--- config.mk ---
export PLATFORM = sky130hd
export DESIGN_NAME = chrl_ctrl
export DESIGN_NICKNAME = d
export VERILOG_FILES = /design/src/rtl/chrl_pkg.sv /design/src/rtl/chrl_ctrl.sv
export SDC_FILE = /design/constraint.sdc
export NUM_CORES = 1
export LEC_CHECK = 0
export ABC_AREA = 1
export BUFFER_PORTS_ARGS = -buffer_cell sky130_fd_sc_hd__buf_2
export CAP_MARGIN = 20
export CORE_AREA = 2 2 39 41
export CTS_CLUSTER_SIZE = 14
export DETAILED_ROUTE_END_ITERATION = 12
export DIE_AREA = 0 0 41 43
export PLACE_DENSITY_LB_ADDON = 0.1
export SETUP_SLACK_MARGIN = 0.05
export SLEW_MARGIN = 25
export SYNTH_ARGS = -nofsm -noshare
export SYNTH_HDL_FRONTEND = slang
export SYNTH_SLANG_ARGS = --single-unit
--- constraint.sdc ---
create_clock -name clk -period 1 [get_ports clk]
set_input_delay 0.1 -clock clk [delete_from_list [all_inputs] [get_ports clk]]
set_output_delay 0.1 -clock clk [all_outputs]
set_load 0.05 [all_outputs]
--- src/rtl/chrl_pkg.sv ---
// Shared types, codes and defaults for the consistent-hash ring lookup block.
package chrl_pkg;

    localparam int DEF_RING_POINTS = 64;
    localparam int DEF_NODE_BITS   = 8;

    localparam int HASH_W = 64;
    localparam int NODE_W = 8;
    localparam int OP_W   = 2;
    localparam int ST_W   = 2;

    localparam logic [OP_W-1:0] OP_CLEAR  = 2'd0;
    localparam logic [OP_W-1:0] OP_INSERT = 2'd1;
    localparam logic [OP_W-1:0] OP_LOOKUP = 2'd2;
    localparam logic [OP_W-1:0] OP_NONE   = 2'd3;

    localparam logic [ST_W-1:0] ST_OK    = 2'd0;
    localparam logic [ST_W-1:0] ST_EMPTY = 2'd1;
    localparam logic [ST_W-1:0] ST_FULL  = 2'd2;

    typedef struct packed {
        logic start;
        logic rd_en;
        logic finish;
    } chrl_cmd_t;

    typedef struct packed {
        logic skip;
        logic scan_last;
        logic out_free;
    } chrl_sts_t;

endpackage

--- src/rtl/chrl_ctrl.sv ---
// Sequencing state machine for the ring lookup block.
module chrl_ctrl
    import chrl_pkg::*;
(
    input  logic      clk,
    input  logic      rst_n,
    input  logic      in_valid,
    output logic      in_stall,
    input  chrl_sts_t sts,
    output chrl_cmd_t cmd
);

    localparam logic [1:0] S_IDLE   = 2'd0;
    localparam logic [1:0] S_SCAN   = 2'd1;
    localparam logic [1:0] S_DRAIN  = 2'd2;
    localparam logic [1:0] S_FINISH = 2'd3;

    logic [1:0] state_reg;
    logic [1:0] state_next;

    always_comb
    begin
        state_next = state_reg;
        cmd        = '0;
        unique case (state_reg)
            S_IDLE:
            begin
                if (in_valid)
                begin
                    cmd.start  = 1'b1;
                    state_next = sts.skip ? S_FINISH : S_SCAN;
                end
            end
            S_SCAN:
            begin
                cmd.rd_en = 1'b1;
                if (sts.scan_last)
                begin
                    state_next = S_DRAIN;
                end
            end
            S_DRAIN:
            begin
                state_next = S_FINISH;
            end
            S_FINISH:
            begin
                if (sts.out_free)
                begin
                    cmd.finish = 1'b1;
                    state_next = S_IDLE;
                end
            end
            default:
            begin
                state_next = S_IDLE;
            end
        endcase
    end

    always_ff @(posedge clk or negedge rst_n)
    begin
        if (!rst_n)
        begin
            state_reg <= S_IDLE;
        end
        else
        begin
            state_reg <= state_next;
        end
    end

    assign in_stall = (state_reg != S_IDLE);

    a_start_leaves_idle: assert property (@(posedge clk) disable iff (!rst_n)
        cmd.start |=> (state_reg != S_IDLE))
        else $error("start did not leave idle");

    a_drain_then_finish: assert property (@(posedge clk) disable iff (!rst_n)
        (state_reg == S_DRAIN) |=> (state_reg == S_FINISH))
        else $error("drain not followed by finish");

    a_finish_only_in_finish: assert property (@(posedge clk) disable iff (!rst_n)
        cmd.finish |-> (state_reg == S_FINISH))
        else $error("finish issued outside the final step");

endmodule

==> results of run 1 <==
[critical path, stage by stage (launching register included)]
cell	delay, ns
sky130_fd_sc_hd__dfrtp_1	0.39
sky130_fd_sc_hd__inv_2	0.10
sky130_fd_sc_hd__ha_4	0.17
sky130_fd_sc_hd__nand2_4	0.05
sky130_fd_sc_hd__clkinvlp_4	0.06
sky130_fd_sc_hd__buf_8	0.13
[cell families (layout without fill, tap and decap cells)]
family          count (synthesis)  count (layout)
simple gates                   16              16
fa+ha+maj                       5               5
buf+inv                        10              30
flops                           2               2
compound gates                  1               1
[power groups by stage]
stage | clock network, uW | registers, uW | logic [uW]
after floorplan | 0 | 179 | 750
after global placement | 0 | 153 | 992
after detailed placement | 0 | 155 | 997
after CTS | 190 | 161 | 1390
after global routing | 193 | 165 | 1590
final | 175 | 160 | 1470
[final cells by class]
type	count	area, sq um
clock buffer	3	22.5
fill	151	858
inverter	10	45.0
multi-input combinational	22	229
sequential	2	50.0
tap	16	20.0
timing repair buffer	17	159
[final timing paths]
check / from / to / slack [ns] / cells after the start
min in group clk: sts[2] / state_reg[1] / 0.22 / 5
min: rst_n / state_reg[0] / 0.19 / 2
min reg2reg: state_reg[1] / state_reg[1] / 0.62 / 3
max reg2reg: state_reg[0] / state_reg[1] / -0.19 / 8
max in group asynchronous: rst_n / state_reg[1] / 0.72 / 2
max: state_reg[0] / cmd[2] / -0.23 / 5
[timing repair]
| action | CTS | global route |
|---|---|---|
| buffers inserted | 4 | 0 |
| resized for setup | 19 | 7 |
| pin swaps | 6 | 7 |
| hold buffers | 1 | 0 |
| setup endpoints to repair | 6 | 6 |
| hold endpoints to repair | 2 | 0 |
[through the flow]
step,hold slack [ns],setup TNS [ns],cells
4_1_cts,0.185,-1.35,70
2_1_floorplan,-0.196,-0.439,34
6_report,0.189,-1.24,70
3_5_place_dp,-0.114,-0.781,62
3_3_place_gp,-0.115,-0.715,62
5_1_grt,0.216,-1.54,70
[metal layers]
| metal | vias up | global-route usage | routed length [um] |
|---|---|---|---|
| met3 | 0 | 0.0157 | 10 |
| met4 | 0 | 0.0600 | 0 |
| met1 | 116 | 0.102 | 239 |
| met2 | 4 | 0.131 | 307 |
| li1 | 136 | - | - |
| met5 | - | 0 | 0 |
[layout by cell type (no fill, tap or decap)]
master / Yosys / final
sky130_fd_sc_hd__buf_2: 0 / 5
sky130_fd_sc_hd__buf_4: 0 / 3
sky130_fd_sc_hd__buf_6: 0 / 5
sky130_fd_sc_hd__buf_8: 0 / 3
sky130_fd_sc_hd__clkbuf_4: 0 / 3
sky130_fd_sc_hd__clkinvlp_4: 0 / 2
sky130_fd_sc_hd__dfrtp_1: 2 / 2
sky130_fd_sc_hd__dlygate4sd3_1: 0 / 1
sky130_fd_sc_hd__ha_1: 5 / 1
sky130_fd_sc_hd__ha_4: 0 / 4
sky130_fd_sc_hd__inv_1: 9 / 4
sky130_fd_sc_hd__inv_2: 1 / 4
sky130_fd_sc_hd__nand2_1: 9 / 7
sky130_fd_sc_hd__nand2_2: 3 / 2
sky130_fd_sc_hd__nand2_4: 1 / 4
sky130_fd_sc_hd__nand3_2: 0 / 1
sky130_fd_sc_hd__nor2_4: 1 / 1
sky130_fd_sc_hd__o21ai_0: 1 / 1
sky130_fd_sc_hd__or2_1: 0 / 1
==> parameters.txt, run 1 <==
Parameter                              Value

Logic synthesis
  Syn Std Cell Area    241 sq um
  Post-synthesis cell type count    11
  Async S/R FF share, synth    1.00
  Leading cell types by count after synthesis    9 x sky130_fd_sc_hd__inv_1, 9 x sky130_fd_sc_hd__nand2_1, 5 x sky130_fd_sc_hd__ha_1
  Synth area leaders    sky130_fd_sc_hd__ha_1 26%, sky130_fd_sc_hd__dfrtp_1 21%, sky130_fd_sc_hd__inv_1 14%
  Synthesized area per cell    7.10 sq um
  Seq cells post-synth    2
  Simple-gate share of the synthesized area    0.358
  Post-synthesis cell count    34
  Top cell type by total area after synthesis    sky130_fd_sc_hd__ha_1
  Yosys warning count    0
  Dominant synthesized flop cell    sky130_fd_sc_hd__dfrtp_1
  Parity-gate share of the synthesized area counting xor and xnor cells    0
  Synthesized net count    45
  Largest family of logic cells by synthesized area    simple AND/OR/NAND/NOR gates
  Share of Yosys cell area claimed by the top area cell type    0.259
  Post-synthesis compound-gate area fraction    0.0207
  Adder-cell share of the synthesized area    0.259
  EDFF count, synth    0
  Sequential-to-total area share from yosys stat    0.207
  Multiplexer share of the synthesized area    0

Floorplan
  Initial Util    0.175
  Die outline height    43 um
  Number of placed I/O pins    10
  Core area    1380 sq um
  Floorplan row count    14
  Horiz. Die Dim    between 40 and 50 um
  Area of the die    1760 sq um

Power and ir drop
  Pint    956 uW
  Portion of total power attributed to combinational logic    0.815
  Power density over the cells    approximately 3400 nW/um^2
  Portion of total power attributed to sequential cells    0.089
  Final Total Pwr    1810 uW
  Clock share of power    0.097
  Total net switching power    850 uW
  Leak    0.000281 uW
  Switching Share    0.471
  Worst VDD drop    between 1 and 1.5 mV

Clock network
  Clk Latency, worst-skew pair    0.22 ns
  CTS tree    yes
  Number of clock sinks    2
  CTS HTree Levels    1
  Clock Tree Root    sky130_fd_sc_hd__clkbuf_4
  CTS Buffer Depth    2
  Clock Pin Slew Worst Setup and Hold Paths    0.03 ns
  Cts bufs inserted    3

STA
  Number of failing setup endpoints in the final timing report    6
  Share of the clock period used by the worst path after layout    1.23
  Worst relative slew slack    0.907
  Clock Skew    about 0.0025 ns
  Post-layout min period    approximately 1.2 ns
  Highest clock frequency the design can meet    0.812 GHz
  Transition at the pin with the smallest max-transition slack    about 0.14 ns
  Final-report hold violation count    0
  Crit path setup slack, layout    -0.232 ns
  Slew Limit Fails    0
  Setup repair after global routing missed its margin    true

Global routing
  Number of antenna violations at the first check in global routing    0
  Remaining global-route overflow    0
  Wire length of the first global-routing pass    1.04 mm
  Largest net degree at the start of global routing    4
  Via count of the first global-routing pass    283
  Global-route usage over all layers    0.0862

Place
  Placed Area    357 sq um
  Port bufs    9
  Detail Placement HPWL    between 400 and 500 um
  Pre-CTS WS    -0.178 ns
  Routability cong.    ~0.78

Detailed routing
  DRC marker count from the first detailed-route iteration    1
  DR pass1 iterations    2
  Vias per Instance    3.66
  Count of antenna-violating nets left after detailed routing    0
  Remaining design rule violation count    0
  Routed wire length    558 um
  Average wire per standard cell    7.97 um
  Total via count in the routed design    256

Layout
  Fraction of final layout cells sized beyond drive strength 1    0.685
  Post-layout utilization of the core    0.380
  Layout net count    67
  Max reg flops    2
  Final instance area    526 sq um
  Synth-to-Final Area Change    118%
  Antenna cell count    0

Setup path
  Crit. End Element    output pin
  Required time of the critical path    0.90 ns
  Worst setup path class    reg2out
  Data arrival at the endpoint of the critical path    1.13 ns
  Crit start category    flop
  Crit-path max FO    3

Run
  Number of max-cap violations    0

Outcome
  Failing checks    negative setup slack
  Run status    finished with violations

Worst hold path
  Hold crit path type    in2async
(Power assumes the default switching activity.)
==> run 2, diff against run 1 <==
Settings changed: SKIP_LAST_GASP set to 1, TNS_END_PERCENT set to 20.
==> run 2 against run 1 <==
Power shrank 17%. Worst hold slack lost 0.0017 ns. Largest cell class unchanged. Routed wire length shrank 16%. Sequential power grew 5%. Maximum frequency shrank 3.7%. Setup slack lost 0.048 ns. Die area is the same. Non-clock buffer count shrank 2. The flow still finishes with violations (negative setup slack). Highest routed layer unchanged.
==> parameters.txt, run 2 (synthesized netlist as in run 1, its figures left out) <==
Parameter                              Value

STA
  Final-report hold violation count    0 (unchanged)
  Share of the clock period used by the worst path after layout    1.28 (was 1.23)
  Worst relative slew slack    0.898 (was 0.907)
  Highest clock frequency the design can meet    0.781 GHz (was 0.812 GHz)
  Post-layout min period    1.28 ns (was 1.23 ns)
  Crit path setup slack, layout    -0.280 ns (was -0.232 ns)
  Slew Limit Fails    0 (unchanged)
  Number of failing setup endpoints in the final timing report    6 (unchanged)
  Setup repair after global routing missed its margin    true (unchanged)
  Transition at the pin with the smallest max-transition slack    0.151 ns (was 0.138 ns)
  Clock Skew    0.00213 ns (was 0.00252 ns)

Setup path
  Crit path cell chain    inv_2 -> ha_4 -> nand2_4 -> clkinvlp_4 -> buf_8 (unchanged)
  Crit-path max FO    4 (was 3)
  Worst setup path class    reg2out (unchanged)
  Data arrival at the endpoint of the critical path    1.18 ns (was 1.13 ns)
  Crit. End Element    output pin (unchanged)
  Required time of the critical path    0.90 ns (about the same)
  Cell with the biggest individual delay on the critical path    sky130_fd_sc_hd__dfrtp_1 (unchanged)
  Slowest stage delay, CP    0.41 ns (was 0.39 ns)
  Crit start category    flop (unchanged)

Outcome
  Run status    finished with violations (unchanged)
  Failing checks    negative setup slack (unchanged)

Clock network
  Clk Latency, worst-skew pair    0.22 ns (about the same)
  Number of clock sinks    2 (unchanged)
  CTS HTree Levels    1 (unchanged)
  Cts bufs inserted    3 (unchanged)
  Clock Tree Root    sky130_fd_sc_hd__clkbuf_4 (unchanged)
  CTS Buffer Depth    2 (unchanged)
  Clock Pin Slew Worst Setup and Hold Paths    0.03 ns (about the same)
  CTS tree    yes (unchanged)

Worst hold path
  Hold crit path type    in2async (unchanged)

Detailed routing
  DRC marker count from the first detailed-route iteration    0 (was 1)
  Total via count in the routed design    233 (was 256)
  Routed wire length    466 um (was 558 um)
  Remaining design rule violation count    0 (unchanged)
  Average wire per standard cell    6.85 um (was 7.97 um)
  Count of antenna-violating nets left after detailed routing    0 (unchanged)
  Vias per Instance    3.43 (was 3.66)
  DR pass1 iterations    1 (was 2)

Layout
  Final instance area    443 sq um (was 526 sq um)
  Filler cell count    153 (was 151)
  Fin cells    68 (was 70)
  Post-layout utilization of the core    0.320 (was 0.380)
  Layout net count    65 (was 67)
  Leading cell types in the layout, fill and taps excluded    8 x sky130_fd_sc_hd__nand2_1, 7 x sky130_fd_sc_hd__buf_4, 5 x sky130_fd_sc_hd__inv_1, 5 x sky130_fd_sc_hd__buf_2 (was 7 x sky130_fd_sc_hd__nand2_1, 5 x sky130_fd_sc_hd__buf_2, 5 x sky130_fd_sc_hd__buf_6)
  Most frequent standard cell in the layout excluding fill and tap cells    sky130_fd_sc_hd__nand2_1 (unchanged)
  Max reg flops    2 (unchanged)
  Antenna cell count    0 (unchanged)
  Fraction of final layout cells sized beyond drive strength 1    0.615 (was 0.685)
  Synth-to-Final Area Change    83.4% (was 118%)

Place
  Port bufs    9 (unchanged)
  Detail Placement HPWL    366 um (was 402 um)
  Pre-CTS WS    -0.205 ns (was -0.178 ns)
  Number of cells in the design after placement    63 (was 62)
  Routability cong.    0.734 (was 0.776)
  Placed Area    364 sq um (was 357 sq um)

Floorplan
  Area of the die    1760 sq um (unchanged)
  Horiz. Die Dim    41 um (unchanged)
  Core area    1380 sq um (unchanged)
  Die outline height    43 um (unchanged)
  Number of placed I/O pins    10 (unchanged)
  Floorplan row count    14 (unchanged)
  Initial Util    0.175 (unchanged)

Global routing
  Remaining global-route overflow    0 (unchanged)
  Global-route usage over all layers    0.0681 (was 0.0862)
  Via count of the first global-routing pass    229 (was 283)
  Number of antenna violations at the first check in global routing    0 (unchanged)
  Largest net degree at the start of global routing    5 (was 4)
  Wire length of the first global-routing pass    800 um (was 1.04 mm)

Power and ir drop
  Power density over the cells    3400 nW/um^2 (was 3440 nW/um^2)
  Worst VDD drop    0.987 mV (was 1.41 mV)
  Leak    0.000246 uW (was 0.000281 uW)
  Final Total Pwr    1500 uW (was 1810 uW)

Run
  Number of max-cap violations    0 (unchanged)
run 2: cell count changes in the layout (fill, tap and decap cells not counted), moves of 2 or more:
cell / before / now
sky130_fd_sc_hd__buf_4: 3 / 7
sky130_fd_sc_hd__ha_4: 4 / 2
sky130_fd_sc_hd__buf_8: 3 / 1
sky130_fd_sc_hd__nand2_4: 4 / 2
sky130_fd_sc_hd__buf_6: 5 / 1
sky130_fd_sc_hd__ha_2: 0 / 2
run 2: per-stage QoR:
| stage | hold WS, ns | setup TNS [ns] |
|---|---|---|
| 2_1_floorplan | -0.196 | -0.439 |
| 3_3_place_gp | -0.115 | -0.859 |
| 3_5_place_dp | -0.114 | -0.810 |
| 4_1_cts | 0.185 | -1.51 |
| 5_1_grt | 0.220 | -1.83 |
| 6_report | 0.187 | -1.44 |
run 2: critical path: cells and delay by family (launching register included):
family,cells,cell delay (ns)
flip-flops,1,0.41
AND/OR/NAND/NOR,1,0.06
adder cells (fa/ha/maj),1,0.18
buffers and inverters,3,0.30
run 2: repair_timing:
action                                  4_1_cts  5_1_grt
hold buffers                                  1        0
endpoints found under the setup margin        6        6
gates cloned                                  0        0
pin swaps                                     1        0
setup buffers                                 1        0
resized for setup                            10        0
endpoints found under the hold margin         2        0
run 2: layout make-up:
class / count / area, sq um / share of cell area
flip-flops and latches: 2 / 50.0 / 0.113
multi-input cells: 22 / 191 / 0.432
well taps: 16 / 20.0 / 0.0452
repair buffers: 15 / 114 / 0.257
clock buffers: 3 / 22.5 / 0.0508
inverters: 10 / 45.0 / 0.102
run 2: report_power, final:
part           internal (uW)  switching, uW
sequential               127           41.7
combinational            505            655
clock                    132           44.3
run 2: path summary, 6_finish.rpt:
kind	slack (ns)	end	from	depth (start not counted)
worst max-delay path	-0.28	cmd[2]	state_reg[0]	5
worst min-delay path	0.19	state_reg[0]	rst_n	2
worst max register to register	-0.23	state_reg[0]	state_reg[0]	6
worst min register to register	0.58	state_reg[0]	state_reg[0]	2
max in group asynchronous	0.72	state_reg[1]	rst_n	2
min in group clk	0.20	state_reg[1]	sts[2]	5
run 2: layer usage:
layer / vias to the layer above / GRT usage / part of all wire
met4: 0 / 0.0600 / 0
met2: 4 / 0.0969 / 0.51
met3: 0 / 0.0157 / 0.021
met1: 95 / 0.0799 / 0.47
met5: - / 0 / 0
li1: 134 / - / -
